`src/rtl/core/uer_pkg.sv`:
```
// Shared types and constants for the ultrasonic echo ranger.
// Used by the top level, the quotient tracker and the port checker.
`default_nettype none

package uer_pkg;

  localparam int COUNT_WIDTH_DEF   = 16;
  localparam int FRACTION_BITS_DEF = 4;

  // Echo round trip time per centimeter of distance, in microseconds.
  localparam int US_PER_CM = 58;

  localparam int DIST_W = 15;
  localparam logic [DIST_W-1:0] DIST_MAX = '1;

  localparam int S_DATA_W = 8;
  localparam int M_DATA_W = 24;
  localparam int CFG_ADDR_W = 3;
  localparam int CFG_DATA_W = 16;

  // Input tdata bit positions.
  localparam int S_START_BIT = 0;
  localparam int S_ECHO_BIT  = 1;

  // Output tdata bit positions.
  localparam int M_TRIG_BIT    = 0;
  localparam int M_DONE_BIT    = 1;
  localparam int M_DIST_LSB    = 2;
  localparam int M_DIST_MSB    = M_DIST_LSB + DIST_W - 1;
  localparam int M_VALID_BIT   = M_DIST_MSB + 1;
  localparam int M_INRANGE_BIT = M_VALID_BIT + 1;
  localparam int M_ENTER_BIT   = M_INRANGE_BIT + 1;
  localparam int M_LEFT_BIT    = M_ENTER_BIT + 1;
  localparam int M_USED_W      = M_LEFT_BIT + 1;

  // Register reset values.
  localparam logic [7:0]  TRIG_WIDTH_RST   = 8'd10;
  localparam logic [15:0] RISE_TIMEOUT_RST = 16'd10000;
  localparam logic [15:0] HIGH_TIMEOUT_RST = 16'd30000;
  localparam logic [9:0]  MAX_RANGE_RST    = 10'd400;
  localparam logic [9:0]  THRESHOLD_RST    = 10'd100;

  typedef enum logic [CFG_ADDR_W-1:0] {
    REG_TRIG_WIDTH   = 3'd0,
    REG_RISE_TIMEOUT = 3'd1,
    REG_HIGH_TIMEOUT = 3'd2,
    REG_MAX_RANGE    = 3'd3,
    REG_THRESHOLD    = 3'd4
  } cfg_reg_t;

  typedef enum logic [3:0] {
    PH_IDLE = 4'b0001,
    PH_TRIG = 4'b0010,
    PH_RISE = 4'b0100,
    PH_HIGH = 4'b1000
  } phase_t;

  // Control for the running quotient: load sets it for one tick, step adds a tick.
  typedef struct packed {
    logic load;
    logic step;
  } uer_quot_ctrl_t;

endpackage

`default_nettype wire

```
`src/rtl/core/uer_quot.sv`:
```
// Running quotient of (ticks << FRACTION_BITS) / 58, kept alongside the echo count.
// Depends on uer_pkg for the control struct and the divisor constant.
`default_nettype none

module uer_quot
  import uer_pkg::*;
#(
  parameter int COUNT_WIDTH   = COUNT_WIDTH_DEF,
  parameter int FRACTION_BITS = FRACTION_BITS_DEF,
  localparam int QW = COUNT_WIDTH + FRACTION_BITS - 5
) (
  input  wire logic           clk,
  input  wire uer_quot_ctrl_t ctrl,
  output logic [QW-1:0]       q_next
);

  localparam int RW = 6;
  localparam int Q_STEP_I = (1 << FRACTION_BITS) / US_PER_CM;
  localparam int R_STEP_I = (1 << FRACTION_BITS) % US_PER_CM;
  localparam logic [QW-1:0]  Q_STEP = QW'(Q_STEP_I);
  localparam logic [RW-1:0]  R_STEP = RW'(R_STEP_I);
  localparam logic [RW:0]    DIV_C  = (RW + 1)'(US_PER_CM);

  logic [QW-1:0] q;
  logic [RW-1:0] r;
  logic [RW-1:0] r_next;
  logic [RW:0]   r_sum;
  logic          carry;

  // Each tick adds 2^FRACTION_BITS to the dividend; the remainder stays below 58.
  always_comb begin
    r_sum = {1'b0, r} + {1'b0, R_STEP};
    carry = (r_sum >= DIV_C);
    q_next = q;
    r_next = r;
    if (ctrl.load) begin
      q_next = Q_STEP;
      r_next = R_STEP;
    end else if (ctrl.step) begin
      q_next = q + Q_STEP + QW'(carry);
      r_next = carry ? RW'(r_sum - DIV_C) : r_sum[RW-1:0];
    end
  end

  always_ff @(posedge clk) begin
    q <= q_next;
    r <= r_next;
  end

endmodule

`default_nettype wire

```
`src/rtl/core/ultrasonic_echo_ranger.sv`:
```
// Ultrasonic ranging controller, top level.
// Depends on uer_pkg and uer_quot.
//
// Usage: every transfer on the s_* channel is one microsecond tick carrying
// the echo pin level and a start request. Every input transfer yields exactly
// one transfer on the m_* channel with the trigger drive level for that tick
// and, on the tick a measurement ends, the distance in cm (Q.FRACTION_BITS),
// its valid flag and the in-range, entered and left flags. On other ticks the
// last distance and in-range flag are repeated with done, valid, entered and
// left low. Configuration is written through cfg_wen/cfg_addr/cfg_wdata and
// takes effect on the next tick.
// The result sits in the output register the cycle after the input transfer.
// Throughput is one tick per cycle while the receiver takes each result, set
// by the single output register; the quotient is tracked incrementally tick by
// tick, so no divider stands in the path.
// A synchronous reset returns the sequencer to idle, clears the held result
// and empties the output register. When the receiver stalls with a result
// waiting, s_tready drops until that result is taken.
`default_nettype none

module ultrasonic_echo_ranger
  import uer_pkg::*;
#(
  parameter int COUNT_WIDTH   = COUNT_WIDTH_DEF,
  parameter int FRACTION_BITS = FRACTION_BITS_DEF
) (
  input  wire logic                  clk,
  input  wire logic                  rst,
  input  wire logic                  s_tvalid,
  output logic                       s_tready,
  input  wire logic [S_DATA_W-1:0]   s_tdata,   // start_req, echo, zero fill
  output logic                       m_tvalid,
  input  wire logic                  m_tready,
  // trigger, done_res, distance_q4[14:0], distance_valid, in_range, entered, left, zero fill
  output logic [M_DATA_W-1:0]        m_tdata,
  input  wire logic                  cfg_wen,
  input  wire logic [CFG_ADDR_W-1:0] cfg_addr,
  input  wire logic [CFG_DATA_W-1:0] cfg_wdata
);

  localparam int QW   = COUNT_WIDTH + FRACTION_BITS - 5;
  localparam int CMPW = (COUNT_WIDTH > 16) ? COUNT_WIDTH : 16;
  localparam int QXW  = (QW > DIST_W) ? QW : DIST_W;
  localparam logic [COUNT_WIDTH-1:0] COUNT_MAX = '1;
  localparam logic [15:0] US_PER_CM_16 = 16'(US_PER_CM);

  // Configuration registers.
  logic [7:0]  trig_width;
  logic [15:0] rise_timeout;
  logic [15:0] high_timeout;
  logic [9:0]  max_range;
  logic [9:0]  threshold;

  always_ff @(posedge clk) begin
    if (rst) begin
      trig_width   <= TRIG_WIDTH_RST;
      rise_timeout <= RISE_TIMEOUT_RST;
      high_timeout <= HIGH_TIMEOUT_RST;
      max_range    <= MAX_RANGE_RST;
      threshold    <= THRESHOLD_RST;
    end else if (cfg_wen) begin
      unique case (cfg_reg_t'(cfg_addr))
        REG_TRIG_WIDTH:   trig_width   <= cfg_wdata[7:0];
        REG_RISE_TIMEOUT: rise_timeout <= cfg_wdata;
        REG_HIGH_TIMEOUT: high_timeout <= cfg_wdata;
        REG_MAX_RANGE:    max_range    <= cfg_wdata[9:0];
        REG_THRESHOLD:    threshold    <= cfg_wdata[9:0];
        default: ;
      endcase
    end
  end

  // Sequencer state.
  phase_t                 phase;
  phase_t                 phase_next;
  logic [COUNT_WIDTH-1:0] cnt;
  logic [COUNT_WIDTH-1:0] cnt_next;
  logic [COUNT_WIDTH-1:0] cnt_inc;
  logic [DIST_W-1:0]      held_dist;
  logic                   last_in;

  logic accept;
  logic start_req;
  logic echo;

  assign s_tready  = !m_tvalid || m_tready;
  assign accept    = s_tvalid && s_tready;
  assign start_req = s_tdata[S_START_BIT];
  assign echo      = s_tdata[S_ECHO_BIT];

  // Zero widths and timeouts behave as one.
  logic [CMPW-1:0] tw_eff;
  logic [CMPW-1:0] rt_eff;
  logic [CMPW-1:0] ht_eff;
  logic [CMPW-1:0] cnt_inc_x;

  assign tw_eff    = (trig_width == '0)   ? CMPW'(1) : CMPW'(trig_width);
  assign rt_eff    = (rise_timeout == '0) ? CMPW'(1) : CMPW'(rise_timeout);
  assign ht_eff    = (high_timeout == '0) ? CMPW'(1) : CMPW'(high_timeout);
  assign cnt_inc   = (cnt == COUNT_MAX) ? cnt : cnt + COUNT_WIDTH'(1);
  assign cnt_inc_x = CMPW'(cnt_inc);

  uer_quot_ctrl_t         qctl;
  logic [QW-1:0]          q_next;
  logic                   trig;
  logic                   fin;
  logic                   fin_rose;
  logic [COUNT_WIDTH-1:0] fin_ticks;

  always_comb begin
    phase_next = phase;
    cnt_next   = cnt;
    qctl       = '0;
    trig       = 1'b0;
    fin        = 1'b0;
    fin_rose   = 1'b0;
    fin_ticks  = cnt;
    unique case (phase)
      PH_IDLE: begin
        if (start_req) begin
          trig = 1'b1;
          if (tw_eff <= CMPW'(1)) begin
            phase_next = PH_RISE;
            cnt_next   = '0;
          end else begin
            phase_next = PH_TRIG;
            cnt_next   = COUNT_WIDTH'(1);
          end
        end
      end
      PH_TRIG: begin
        trig     = 1'b1;
        cnt_next = cnt_inc;
        if (cnt_inc_x >= tw_eff) begin
          phase_next = PH_RISE;
          cnt_next   = '0;
        end
      end
      PH_RISE: begin
        if (echo) begin
          // The rise tick is the first high tick.
          phase_next = PH_HIGH;
          cnt_next   = COUNT_WIDTH'(1);
          qctl.load  = 1'b1;
          if (ht_eff <= CMPW'(1)) begin
            fin       = 1'b1;
            fin_rose  = 1'b1;
            fin_ticks = COUNT_WIDTH'(1);
          end
        end else begin
          cnt_next = cnt_inc;
          if (cnt_inc_x >= rt_eff) begin
            fin       = 1'b1;
            fin_ticks = '0;
          end
        end
      end
      PH_HIGH: begin
        fin_rose = 1'b1;
        if (!echo) begin
          fin = 1'b1;
        end else begin
          cnt_next  = cnt_inc;
          qctl.step = (cnt != COUNT_MAX);
          fin_ticks = cnt_inc;
          if (cnt_inc_x >= ht_eff || cnt_inc == COUNT_MAX) begin
            fin = 1'b1;
          end
        end
      end
      default: begin
        phase_next = PH_IDLE;
        cnt_next   = '0;
      end
    endcase
    if (fin) begin
      phase_next = PH_IDLE;
      cnt_next   = '0;
    end
  end

  uer_quot #(
    .COUNT_WIDTH   (COUNT_WIDTH),
    .FRACTION_BITS (FRACTION_BITS)
  ) u_quot (
    .clk    (clk),
    .ctrl   (accept ? qctl : uer_quot_ctrl_t'('0)),
    .q_next (q_next)
  );

  // Result of a finished measurement; the limits are exact tick counts.
  logic [CMPW-1:0]   ticks_x;
  logic [CMPW-1:0]   max_lim;
  logic [CMPW-1:0]   thr_lim;
  logic [QXW-1:0]    q_x;
  logic              dist_ok;
  logic              now_in;
  logic [DIST_W-1:0] dist_fin;

  assign ticks_x  = CMPW'(fin_ticks);
  assign max_lim  = CMPW'(16'(max_range) * US_PER_CM_16);
  assign thr_lim  = CMPW'(16'(threshold) * US_PER_CM_16);
  assign q_x      = QXW'(q_next);
  assign dist_ok  = fin_rose && (ticks_x != '0) && (ticks_x < max_lim);
  assign now_in   = dist_ok && (ticks_x <= thr_lim);
  assign dist_fin = !dist_ok ? '0 :
                    (q_x > QXW'(DIST_MAX)) ? DIST_MAX : q_x[DIST_W-1:0];

  logic [M_USED_W-1:0] result;

  always_comb begin
    if (fin) begin
      result = {!now_in && last_in, now_in && !last_in, now_in, dist_ok,
                dist_fin, 1'b1, trig};
    end else begin
      result = {1'b0, 1'b0, last_in, 1'b0, held_dist, 1'b0, trig};
    end
  end

  always_ff @(posedge clk) begin
    if (rst) begin
      phase     <= PH_IDLE;
      cnt       <= '0;
      held_dist <= '0;
      last_in   <= 1'b0;
    end else if (accept) begin
      phase <= phase_next;
      cnt   <= cnt_next;
      if (fin) begin
        held_dist <= dist_fin;
        last_in   <= now_in;
      end
    end
  end

  // Output register: a new tick is taken while it is empty or the receiver accepts this one.
  always_ff @(posedge clk) begin
    if (rst) begin
      m_tvalid <= 1'b0;
    end else if (accept) begin
      m_tvalid <= 1'b1;
    end else if (m_tready) begin
      m_tvalid <= 1'b0;
    end
  end

  always_ff @(posedge clk) begin
    if (accept) begin
      m_tdata <= M_DATA_W'(result);
    end
  end

endmodule

`default_nettype wire

```
`config.mk`:
```
export PLATFORM = sky130hd
export DESIGN_NAME = ultrasonic_echo_ranger
export DESIGN_NICKNAME = d
export VERILOG_FILES = /design/src/rtl/core/uer_pkg.sv /design/src/rtl/core/uer_quot.sv /design/src/rtl/core/ultrasonic_echo_ranger.sv
export SDC_FILE = /design/constraint.sdc
export NUM_CORES = 1
export LEC_CHECK = 0
export ABC_AREA = 0
export BUFFER_PORTS_ARGS = -buffer_cell sky130_fd_sc_hd__buf_2
export CORE_MARGIN = 2
export CORE_UTILIZATION = 49
export DETAILED_ROUTE_END_ITERATION = 8
export PLACE_DENSITY = 0.65
export SLEW_MARGIN = 20
export SYNTH_ARGS = -nofsm -noshare
export SYNTH_HDL_FRONTEND = slang
export SYNTH_SLANG_ARGS = --single-unit
```
`constraint.sdc`:
```
create_clock -name clk -period 10.9 [get_ports clk]
set_input_delay 3.27 -clock clk [delete_from_list [all_inputs] [get_ports clk]]
set_output_delay 3.27 -clock clk [all_outputs]
set_load 0.02 [all_outputs]
```
==> results_dict.tcl <==
set metrics [dict create \
    synthTopCellsByCount "nand2_1 (186), inv_1 (135), ha_1 (131)" \
    gp_congestion 0.962 \
    hold_violations 0 \
    reg2reg_from "cnt[3]$_SDFFE_PP0P_" \
    area_delta_synth_final_pct 8.55 \
    cp.arrival_ns 8.38 \
    final_layout_size_suffix_gt1_share_pct 8.68 \
    min-delay-start "trig_width[0]$_SDFFE_PP0P_" \
    synth_top_area_share_pct 21.3 \
    relSlewSlack_pct 30.1 \
    synthFlopType "dfxtp_1" \
    cts_hold_buf 0 \
    synth.distinct_cells 81 \
    fp.dieW_um 154 \
    rows 54 \
    portBuffers 48 \
    netlist_area_mm2 0.0110 \
    pre_cts_slack_ns 2.81 \
    yosys.area_share.adder_pct 20.4 \
    fin_skew_ns 0.0146 \
    syn-instance-count 1338 \
    path_clk_slew_ns 0.07 \
    p_leak_uw 0.00532 \
    clock_latency_ns 0.43 \
    die_h_um 154 \
    synth_compound_area_share_pct 19.8 \
    cts_htree_levels 4 \
    antennaDiodeCount 0 \
    cts_buffer_depth 2 \
    cp.required_ns 11.26 \
    final.setup.tns_ns 0 \
    synth.area.mux_share_pct 1.12 \
    initial_core_util_pct 50.1 \
    postLayoutCoreUtil_pct 54.4 \
    ant_nets 0 \
    finalSetupViolCount 0 \
    fill_cells 2098 \
    max_cap_violations 0 \
    cp_max_fo 23 \
    synth_top_area_cell "dfxtp_1" \
    grt_pass1_wl_um 48900 \
    slew_violations 0 \
    dp_hpwl_um 22100 \
    cts_root_buf "clkbuf_16" \
    dr_total_vias 9579 \
    drc 0 \
    synthXorXnorAreaFrac_pct 3.75 \
    synth_area_leaders "dfxtp_1 (21%), ha_1 (15%), nand2_1 (6.4%), edfxtp_1 (5.7%), fa_1 (5.5%)" \
    irDropWorstVdd_v 0.0000778 \
    fin_crit_ns 8.03 \
    cts_made_buffers 17 \
    num-nets-final 1539 \
    synthSimpleGateAreaFrac_pct 20.3 \
    grt_usage_pct 25.7 \
    first_pass_iters 5 \
    setup_ws_ns 2.87 \
    cts_tree "done" \
    worst_setup_path_end_kind "register" \
    placed_area_mm2 0.0114 \
    wire_per_inst_um 18.3 \
    io_pins 58 \
    grt_max_degree 85 \
    rsz0062_at_grt "false" \
    ys_ff_latch 138 \
    core-area_mm2 0.0219 \
    avgSynthCellArea_um2 8.20 \
    totalWireLength_um 29900 \
    status "finished, final reports clean" \
    async_reset_ff_share_pct 0 \
    min_period_over_period_pct 73.6 \
    yosysWarnings 0 \
    cts_setup_buffers 0 \
    p_per_area_mw_per_mm2 111 \
    max_freq_ghz 0.125 \
    hp-class "reg -> reg" \
    setup.worst_path.start_class "register" \
    criticalPathCategory "reg -> reg" \
    grt_antenna_before_repair 0 \
    cp-startpoint "cnt[3]$_SDFFE_PP0P_" \
    synth_top_family_by_area "adder cells" \
    cts_resized 0 \
    synth_edf_count 21 \
    cts_sinks 138 \
    viasPerCell 5.84 \
    seq_area_frac_synth_pct 27.1 \
    tightest_slew_ns 1.05 \
    first_global_vias 9239 \
    overflow 0 \
    yosysMostFrequentCell "nand2_1" \
    die_area_mm2 0.0236 \
    dr.first_iter.drc_count 677 \
    stdcell_area_mm2 0.0119 \
]
==> critical path: stages, from the launching register on <==
cell and delay [ns]:
dfxtp_1 0.83, nand3_1 0.63, nor4_1 0.74, mux2i_1 0.50, inv_1 0.17, ha_1 0.33, and4_1 0.21, nand2_1 0.07
a21o_1 0.16, or4b_4 0.53, o211ai_2 0.26, o211ai_2 0.23, o21ai_0 0.25, o31a_1 0.38, inv_1 0.15, ha_1 0.22
a21oi_1 0.12, o21ai_0 0.13, nand4_1 0.11, nand3_1 0.09, a41o_1 0.22, o31a_1 0.15, or2_4 0.26, a2111oi_4 0.94
a22o_1 0.24
==> placed cells by master, fill, tap and decap left out, types with 11 or more instances in the layout <==
master | synthesis | routed
nor2_1 | 78 | 77
dfxtp_1 | 117 | 117
nor4_1 | 20 | 20
xnor2_1 | 19 | 19
edfxtp_1 | 21 | 21
a21o_1 | 30 | 30
xor2_1 | 28 | 28
clkbuf_16 | 0 | 17
nor3_1 | 20 | 20
inv_1 | 135 | 135
a21oi_1 | 113 | 113
buf_4 | 4 | 11
ha_1 | 131 | 131
o21ai_0 | 55 | 55
nand2_1 | 186 | 186
a32o_1 | 16 | 16
nand2b_1 | 16 | 16
nor2b_1 | 11 | 11
nand3_1 | 30 | 30
and3_1 | 12 | 12
fa_1 | 30 | 30
nand3b_1 | 20 | 20
buf_2 | 10 | 48
nand4_1 | 16 | 16
a22o_1 | 17 | 17
==> metal layers <==
layer,global-route usage (%),share of wire [%]
met5,0,0
met3,4.23,6.4
met2,40.1,44
met1,35.8,46
met4,9.83,3.5
==> state kept, by name, summed over array words and instances (netlist names) <==
name,count
m_tdata,21
cnt,16
high_timeout,16
rise_timeout,16
held_dist,15
u_quot.q,15
max_range,10
threshold,10
trig_width,8
u_quot.r,5
phase,4
last_in,1
m_tvalid,1
==> report_power, final <==
group          internal, uW  switching [uW]  total (uW)
combinational          85.1             133         218
sequential              528            15.9         544
clock                   299             260         559
==> layout make-up <==
cell class | instances | area (um2) | area share [%]
inverters | 136 | 510 | 4.29
well taps | 280 | 350 | 2.94
multi-input cells | 994 | 7200 | 60.4
clock buffers | 17 | 425 | 3.57
flip-flops and latches | 138 | 2970 | 25.0
clock inverters | 15 | 130 | 1.09
repair buffers | 59 | 323 | 2.71
==> metrics by stage <==
step	hold slack (ns)	std cells	power (uW)
CTS	0.455	1639	1330
finish	0.451	1639	1320
global route	0.473	1639	1380
detailed placement	0.445	1607	773
global placement	0.440	1607	767
floorplan	0.431	1340	712
==> worst paths after layout <==
| kind | depth (start not counted) | slack (ns) | endpoint |
|---|---|---|---|
| worst max-delay path | 24 | 2.87 | last_in$_SDFFE_PP0P_ |
| worst min-delay path | 2 | 0.45 | trig_width[0]$_SDFFE_PP0P_ |
| worst max register to register | 24 | 2.87 | last_in$_SDFFE_PP0P_ |
| worst min register to register | 2 | 0.45 | trig_width[0]$_SDFFE_PP0P_ |
==> kinds of logic after synthesis <==
| kind of cell | Yosys count |
|---|---|
| xor+xnor | 47 |
| simple gates | 448 |
| fa+ha+maj | 161 |
| other cells | 1 |
| buf+inv | 208 |
| mux | 12 |
| flops | 138 |
| compound gates | 323 |
No activity file was read; power rests on OpenSTA's default activity.
